--- src/rtl/per_source_packet_throttle_top_macros.svh ---
// Assertion macros for the per-source packet throttle.
// Used by per_source_packet_throttle_top, which checks its own logic; no other dependencies.
`ifndef PER_SOURCE_PACKET_THROTTLE_TOP_MACROS_SVH
`define PER_SOURCE_PACKET_THROTTLE_TOP_MACROS_SVH
`ifndef SYNTHESIS
// Checked only outside reset.
`define PST_ASSERT(lbl, prop) \
    lbl: assert property (@(posedge i_clk) disable iff (!i_rst_n) (prop)) \
        else $error("throttle assertion failed");
// Checked on every edge, reset included.
`define PST_ASSERT_ALWAYS(lbl, prop) \
    lbl: assert property (@(posedge i_clk) (prop)) \
        else $error("throttle assertion failed");
`else
`define PST_ASSERT(lbl, prop)
`define PST_ASSERT_ALWAYS(lbl, prop)
`endif
`endif

--- src/rtl/pst_pkg.sv ---
// Shared types and constants of the per-source packet throttle.
// No dependencies; used by pst_cell and per_source_packet_throttle_top.
package pst_pkg;

    localparam int TABLE_DEPTH_DEF = 64;

    localparam int ADDR_W    = 64;
    localparam int COUNT_W   = 8;
    localparam int WINDOW_W  = 12;
    localparam int SECONDS_W = 12;
    localparam int CFG_IDX_W = 1;
    localparam int CFG_DATA_W = 12;

    localparam logic [WINDOW_W-1:0] WINDOW_RESET = 12'd60;
    localparam logic [COUNT_W-1:0]  LIMIT_RESET  = 8'd255;

    // Register indexes of the configuration port.
    localparam logic [CFG_IDX_W-1:0] CFG_WINDOW = 1'b0;
    localparam logic [CFG_IDX_W-1:0] CFG_LIMIT  = 1'b1;

    // Result status codes.
    localparam logic [1:0] ST_KNOWN     = 2'd0;
    localparam logic [1:0] ST_NEW       = 2'd1;
    localparam logic [1:0] ST_THROTTLED = 2'd2;
    localparam logic [1:0] ST_FULL      = 2'd3;

    // Control broadcast from the top level to every cell.
    typedef struct packed {
        logic                accept;   // packet taken this cycle, run the compare
        logic                clear;    // window expired, drop all entries
        logic                commit;   // resolve step, apply the update
        logic                alloc;    // no hit and room left, first free cell takes key
        logic [ADDR_W-1:0]   cmp_hi;
        logic [ADDR_W-1:0]   cmp_lo;
        logic [ADDR_W-1:0]   wr_hi;
        logic [ADDR_W-1:0]   wr_lo;
        logic [COUNT_W-1:0]  limit;
    } t_cell_ctl;

    // Status returned by each cell.
    typedef struct packed {
        logic valid;
        logic hit;
        logic at_limit;
    } t_cell_stat;

endpackage

--- src/rtl/pst_cell.sv ---
// One table entry of the packet throttle: address, packet count and valid bit.
// Depends on pst_pkg; chained by per_source_packet_throttle_top.
module pst_cell
    import pst_pkg::*;
(
    input  logic       i_clk,
    input  logic       i_rst_n,
    input  t_cell_ctl  i_ctl,
    input  logic       i_prev_valid,
    output t_cell_stat o_stat
);

    logic                r_valid;
    logic                r_hit;
    logic [ADDR_W-1:0]   r_addr_hi;
    logic [ADDR_W-1:0]   r_addr_lo;
    logic [COUNT_W-1:0]  r_count;

    logic w_take;
    logic w_match;
    logic w_at_limit;

    // Entries fill from the low end, so the first free cell is the one whose
    // neighbor below is valid while it is not.
    assign w_take     = i_ctl.commit && i_ctl.alloc && !r_valid && i_prev_valid;
    assign w_match    = (r_addr_hi == i_ctl.cmp_hi) && (r_addr_lo == i_ctl.cmp_lo);
    assign w_at_limit = (r_count >= i_ctl.limit);

    always_ff @(posedge i_clk) begin
        if (!i_rst_n) begin
            r_valid <= 1'b0;
            r_hit   <= 1'b0;
        end else if (i_ctl.accept) begin
            r_valid <= r_valid && !i_ctl.clear;
            r_hit   <= r_valid && !i_ctl.clear && w_match;
        end else if (i_ctl.commit) begin
            r_hit <= 1'b0;
            if (w_take) begin
                r_valid <= 1'b1;
            end
        end
    end

    always_ff @(posedge i_clk) begin
        if (w_take) begin
            r_addr_hi <= i_ctl.wr_hi;
            r_addr_lo <= i_ctl.wr_lo;
            r_count   <= COUNT_W'(1);
        end else if (i_ctl.commit && r_hit && !w_at_limit) begin
            r_count <= r_count + COUNT_W'(1);
        end
    end

    assign o_stat.valid    = r_valid;
    assign o_stat.hit      = r_hit;
    assign o_stat.at_limit = r_hit && w_at_limit;

endmodule
--- config.mk ---
export PLATFORM = sky130hd
export DESIGN_NAME = pst_cell
export DESIGN_NICKNAME = d
export VERILOG_FILES = /design/src/rtl/per_source_packet_throttle_top_macros.svh /design/src/rtl/pst_pkg.sv /design/src/rtl/pst_cell.sv
export SDC_FILE = /design/constraint.sdc
export NUM_CORES = 1
export LEC_CHECK = 0
export ABC_CLOCK_PERIOD_IN_PS = 4500
export BUFFER_PORTS_ARGS = -buffer_cell sky130_fd_sc_hd__buf_2
export CAP_MARGIN = 20
export CORE_MARGIN = 1.5
export CORE_UTILIZATION = 47
export DETAILED_ROUTE_END_ITERATION = 8
export GPL_TIMING_DRIVEN = 0
export PLACE_DENSITY = 0.83
export SYNTH_ARGS = -nofsm -noshare
export SYNTH_HDL_FRONTEND = slang
export SYNTH_SLANG_ARGS = --single-unit
--- constraint.sdc ---
create_clock -name i_clk -period 4.5 [get_ports i_clk]
set_input_delay 0.675 -clock i_clk [delete_from_list [all_inputs] [get_ports i_clk]]
set_output_delay 0.675 -clock i_clk [all_outputs]
set_load 0.01 [all_outputs]
==> results of run 1 <==
-- flip-flops by register name, summed over array words and instances (netlist names) --
signal / flops
r_hit: 1
r_valid: 1
r_addr_lo: 64
r_addr_hi: 64
r_count: 8
-- worst min-delay path by stage --
stage | endpoint | depth (start not counted) | slack [ps] | start
final | r_addr_hi[30] | 1 | 440 | i_ctl[102]
after CTS | r_addr_hi[35] | 1 | 420 | i_ctl[107]
after global routing | r_addr_hi[30] | 1 | 420 | i_ctl[102]
after global placement | r_count[7] | 2 | 470 | r_count[7]
after detailed placement | r_count[7] | 2 | 490 | r_count[7]
after floorplan | r_count[7] | 2 | 450 | r_count[7]
-- cells in the mapped netlist (all sizes together), types with 3 or more instances --
cell type / n / area share, %
edfxtp: 128 / 64
xor2: 81 / 12
xnor2: 47 / 6.9
nor4: 24 / 2.5
nand4: 20 / 2.1
inv: 16 / 1.0
dfxtp: 10 / 3.4
a21oi: 9 / 1.0
ha: 9 / 1.9
nand2: 8 / 0.50
nor2: 7 / 0.44
a31o: 3 / 0.44
nand4b: 3 / 0.44
o21ai: 3 / 0.31
-- per-stage QoR --
stage                     utilization, %  TNS (ps)  power [mW]  instance area (um2)
after floorplan                        -         0        1.58                 5970
after CTS                           66.3         0        2.94                 8100
final                               66.3         0        2.92                 8100
after detailed placement            62.1         0        1.72                 7580
after global routing                66.3         0        3.02                 8100
after global placement              61.8    -77960        1.71                 7550
-- cells in the final DEF, fill, tap and decap left out, types with 2 or more instances in the layout --
master / n
a31o_1: 3
clkinv_2: 4
ha_1: 9
edfxtp_1: 128
nand2b_1: 2
nor2_1: 7
buf_2: 273
mux2i_1: 2
nor4_1: 24
xor2_1: 81
nand4b_1: 3
nand4_1: 20
buf_4: 2
a21oi_1: 7
dfxtp_1: 10
nand2_1: 8
inv_1: 15
xnor2_1: 47
clkinv_1: 5
nor2b_1: 2
clkbuf_1: 2
clkinvlp_4: 2
clkbuf_16: 17
-- cell families (layout without fill, tap and decap cells) --
logic type                 count (synthesis)  after routing  share of synthesized area (%)
DFF                                      138            138                           67.7
and+or+nand+nor                           70             70                           6.96
buffers and inverters                     18            323                           1.26
AOI/OAI and AO/OA                         21             21                           3.08
xor gates and xnor gates                 128            128                           18.8
adders and majority gates                  9              9                           1.89
muxes                                      2              2                          0.335
-- metal layers --
layer  global-route usage (%)  wire, um
met5                        0         0
met3                     7.11      1230
met1                     20.0      4710
met4                     9.51       326
met2                     38.1      7190
-- power groups by stage --
stage	Clock, mW	Combinational [mW]	Sequential (mW)
after detailed placement	0	0.236	1.49
final	1.22	0.235	1.46
after global routing	1.30	0.259	1.46
after global placement	0	0.221	1.49
after floorplan	0	0.0891	1.49
after CTS	1.25	0.238	1.46
-- cell type report --
type	instances	share of cell area [%]
flip-flops and latches	138	49.9
repair buffers	274	17.2
inverters	16	0.803
plain buffers	2	0.185
clock buffers	19	5.35
clock inverters	12	1.04
well taps	168	2.60
multi-input cells	230	22.9
==> flow_summary_export.csv, run 1 <==
group,metric,value,unit
sta,maxSlewViolCount,0,
clocking,post-cts-setup-buffer-count,0,
route,ant_nets,0,
die,initial_core_util,48.9,%
clocking,path_clk_slew,60,ps
critical_path,r2r_cells,3,
clocking,numCtsBuffers,17,
placed_design,dpl.hpwl,10600,um
critical_path,path_cells,"inv_1 > ha_1 > nand2b_1 > a21oi_1 > o21ai_2 > a21oi_1 > nor2b_1 > buf_2",
sta,fin_ws,1880,ps
route,avgViaCountPerCell,4.85,
critical_path,path_depth,8,
grt,globalRoute.totalOverflow,0,
clocking,clock_sinks,138,
synth,synthCells,386,
sta,hold_viol_final,0,
die,core,12200,um2
pwr,clkPwrFrac,41.9,%
pwr,intPower,2.32,mW
grt,antenna_found_initial,0,
critical_path,rrSetupSlack,2340,ps
synth,netlist-cell-type-count,32,
critical_path,start_kind,"flip-flop",
sta,worst_hold_slack,435,ps
placed_design,placedCellCount,828,
min_path,hp-class,"primary input to flip-flop",
critical_path,slowest_delay,380,ps
sta,finClkSkew,8.60,ps
pwr,leakagePower,3.33,nW
clocking,htreeDepth,4,
pwr,p_sw_share,20.5,%
die,io_pins,274,
critical_path,end_kind,"output port",
clocking,cts_tree,"done",
pwr,seqPwrFrac,50.0,%
sta,fmax,0.382,GHz
critical_path,crit_top_cell,"a21oi_1",
final_layout,regArea,4040,um2
grt,grt_first_pass_wirelength,20000,um
pwr,power_density,360,nW/um2
die,rows,40,
final_layout,multi_input_area,1850,um2
critical_path,cp.required,3830,ps
clocking,clock_latency,410,ps
sta,rsz0062_at_grt,"false",
final_layout,finalNonFillerCells,859,
die,die_w,116,um
critical_path,cpMaxStageDelayCell,"dfxtp_1",
final_layout,final_nets,959,
critical_path,setup.worst_path.class,"flip-flop to output port",
critical_path,path_buf_inv,2,
placed_design,globalplace.congestion,0.834,
sta,tightest_slew,544,ps
grt,gr-usage-all-layers,20.3,%
sta,setup_viol,0,
sta,finalCriticalPeriod,2620,ps
status,status,"complete, no violations",
route,drc,0,
synth,seq_area_frac_synth,67.7,%
grt,grt_pass1_vias,4431,
flow_run,max_cap_violations,0,
critical_path,crit_start,"r_count[0]",
synth,async_flop_share,0,%
final_layout,diodes,0,
die,die_height,116,um
critical_path,path_max_fanout,4,
placed_design,place_ws,1930,ps
pwr,combPwrFrac,8.0,%
synth,syn_area,5970,um2
sta,relSlewSlack,63.7,%
route,wl_per_cell,15.7,um
clocking,cts_max_path_buffers,2,
critical_path,timing.rr.start,"r_valid",
critical_path,crit_end,"o_stat[0]",
route,drtIter0Drc,223,
die,dieArea,13400,um2
synth,yosys_warnings,0,
route,firstDrtPassIters,4,
final_layout,fill_cells,901,
pwr,ir_worst_vdd,273,uV
critical_path,critPathArrivalTime,1940,ps
pwr,p_sw,0.598,mW
route,vias,4164,
critical_path,reg2reg_to,"r_addr_hi[26]",
clocking,cts_root_buf,"clkbuf_16",
synth,syn-num-nets,666,
synth,synthFlopType,"edfxtp_1",
critical_path,critPathTopFamily,"compound AO/OA/AOI/OAI gates",
clocking,cts_hold_buf,0,
route,wirelength,13500,um
final_layout,drive_gt1_share,44.4,%
synth,ys_ff_latch,138,
synth,synth.avg_cell_area,15.5,um2
placed_design,numPortBuffers,273,
clocking,cts.repair.resized,0,
synth,synth_edf_count,128,
sta,finalCritPeriodShare,58.1,%
grt,grt_max_degree,78,
final_layout,syn2layout_area_growth,35.6,%
(Power assumes the default switching activity.)
==> run 2, diff against run 1 <==
- ABC_CLOCK_PERIOD_IN_PS: 4500 -> 2500
- clock period: 4.5 -> 2.5 ns (I/O delays scaled with it)
==> run 2 against run 1 <==
- register-to-register slack got worse by 2100 ps
- global-route usage rose by 0.96 points
- sequential share of layout area fell by 0.80 points
- utilization rose by 1.1 points
- via count rose by 0.94%
- critical endpoint unchanged
- combinational power rose by 82%
- critical path type unchanged
- clock skew fell by 0.66 ps
- routed wire length rose by 4.0%
- critical path depth did not move
- clock power rose by 120%
- sequential power rose by 80%
- die area did not move
==> flow_summary_export.csv, run 2 (same netlist as run 1, synthesis figures left out) <==
group,metric,value,unit
route,firstDrtPassIters,4,
critical_path,start_kind,"flip-flop",
flow_run,max_cap_violations,0,
critical_path,cpMaxStageDelayCell,"dfxtp_1",
grt,gr-usage-all-layers,21.3,%
critical_path,path_max_fanout,4,
sta,fmax,0.430,GHz
critical_path,critPathArrivalTime,1950,ps
grt,antenna_found_initial,0,
sta,tightest_slew,922,ps
die,rows,40,
die,dieArea,13400,um2
sta,finClkSkew,7.94,ps
final_layout,syn2layout_area_growth,37.8,%
clocking,cts_hold_buf,0,
pwr,leakagePower,3.37,nW
critical_path,path_buf_inv,2,
clocking,cts_tree,"done",
final_layout,fill_cells,884,
critical_path,slowest_delay,390,ps
sta,relSlewSlack,38.2,%
pwr,ir_worst_vdd,435,uV
critical_path,rrSetupSlack,280,ps
final_layout,drive_gt1_share,45.0,%
sta,rsz0062_at_grt,"false",
critical_path,end_kind,"output port",
die,core,12200,um2
grt,grt_max_degree,48,
die,initial_core_util,48.9,%
placed_design,dpl.hpwl,11000,um
route,ant_nets,0,
critical_path,critPathTopFamily,"compound AO/OA/AOI/OAI gates",
clocking,cts.repair.resized,0,
critical_path,setup.worst_path.class,"flip-flop to output port",
final_layout,layout_common_cells,"buf_2, edfxtp_1, xor2_1, xnor2_1, nor4_1",
sta,finalCritPeriodShare,93.0,%
placed_design,numPortBuffers,273,
die,die_w,116,um
sta,finalCriticalPeriod,2330,ps
route,vias,4203,
clocking,path_clk_slew,60,ps
sta,hold_viol_final,0,
grt,grt_first_pass_wirelength,20900,um
pwr,power_density,696,nW/um2
clocking,cts_max_path_buffers,2,
pwr,report.power.total,5.73,mW
grt,globalRoute.totalOverflow,0,
route,drtIter0Drc,236,
clocking,numCtsBuffers,17,
grt,grt_util_met3,7.69,%
die,die_height,116,um
final_layout,final_common_cell,"buf_2",
final_layout,finalNonFillerCells,862,
status,status,"complete, no violations",
clocking,cts_root_buf,"clkbuf_16",
route,avgViaCountPerCell,4.88,
final_layout,diodes,0,
grt,top_usage_layer,"met2",
sta,maxSlewViolCount,0,
placed_design,placedCellCount,829,
placed_design,place_ws,-61.7,ps
critical_path,crit_top_cell,"a21oi_1",
critical_path,cp.required,2120,ps
sta,setup_viol,0,
clocking,htreeDepth,4,
final_layout,top_regs,"r_addr_hi (64), r_addr_lo (64), r_count (8)",
critical_path,path_cells,"inv_1 > ha_1 > nand2b_1 > a21oi_1 > o21ai_2 > a21oi_1 > nor2b_1 > buf_2",
clocking,clock_latency,410,ps
grt,grtUsageMet1,21.2,%
route,wl_per_cell,16.2,um
sta,fin_ws,175,ps
route,drc,0,
placed_design,globalplace.congestion,0.824,
grt,met2_usage,39.0,%
grt,grt_pass1_vias,4546,
clocking,clock_sinks,138,
min_path,hp-class,"primary input to flip-flop",
final_layout,final_nets,961,
clocking,post-cts-setup-buffer-count,0,
die,io_pins,274,
route,wirelength,14000,um
==> run 2: per-layer routing <==
metal / routed length [um] / share of wire, %
met1: 4880 / 35
met2: 7440 / 53
met5: 0 / 0
met3: 1220 / 8.7
met4: 455 / 3.3
==> run 2: path summary, 6_finish.rpt <==
check / from / to / cells after the start
max: r_count[0] / o_stat[0] / 8
min: i_ctl[47] / r_addr_lo[39] / 1
max reg2reg: r_valid / r_addr_hi[11] / 2
min reg2reg: r_count[7] / r_count[7] / 2
==> run 2: area by class of cell <==
type / instances / area [um2] / area share [%]
flip-flops and latches: 138 / 4040 / 49.1
multi-input cells: 230 / 1850 / 22.5
repair buffers: 275 / 1410 / 17.1
clock buffers: 19 / 433 / 5.26
well taps: 168 / 210 / 2.55
clock inverters: 13 / 199 / 2.42
inverters: 16 / 63.8 / 0.775
plain buffers: 2 / 15.0 / 0.182
repair inverters: 1 / 5.00 / 0.0608
==> run 2: where the power goes <==
part           total [mW]  internal (mW)  switching (mW)
sequential           2.63           2.60          0.0264
clock                2.67           1.76           0.911
combinational       0.427          0.244           0.183
total                5.73           4.60            1.12
==> run 2: per-stage QoR <==
| step | setup TNS, ps | hold WS [ps] | util (%) | area [um2] |
|---|---|---|---|---|
| after floorplan | -69720 | 450 | - | 5980 |
| after global placement | -199120 | 465 | 61.8 | 7550 |
| after detailed placement | -4950 | 472 | 62.2 | 7590 |
| after CTS | 0 | 115 | 67.3 | 8220 |
| after global routing | 0 | 113 | 67.4 | 8230 |
| final | 0 | 134 | 67.4 | 8230 |
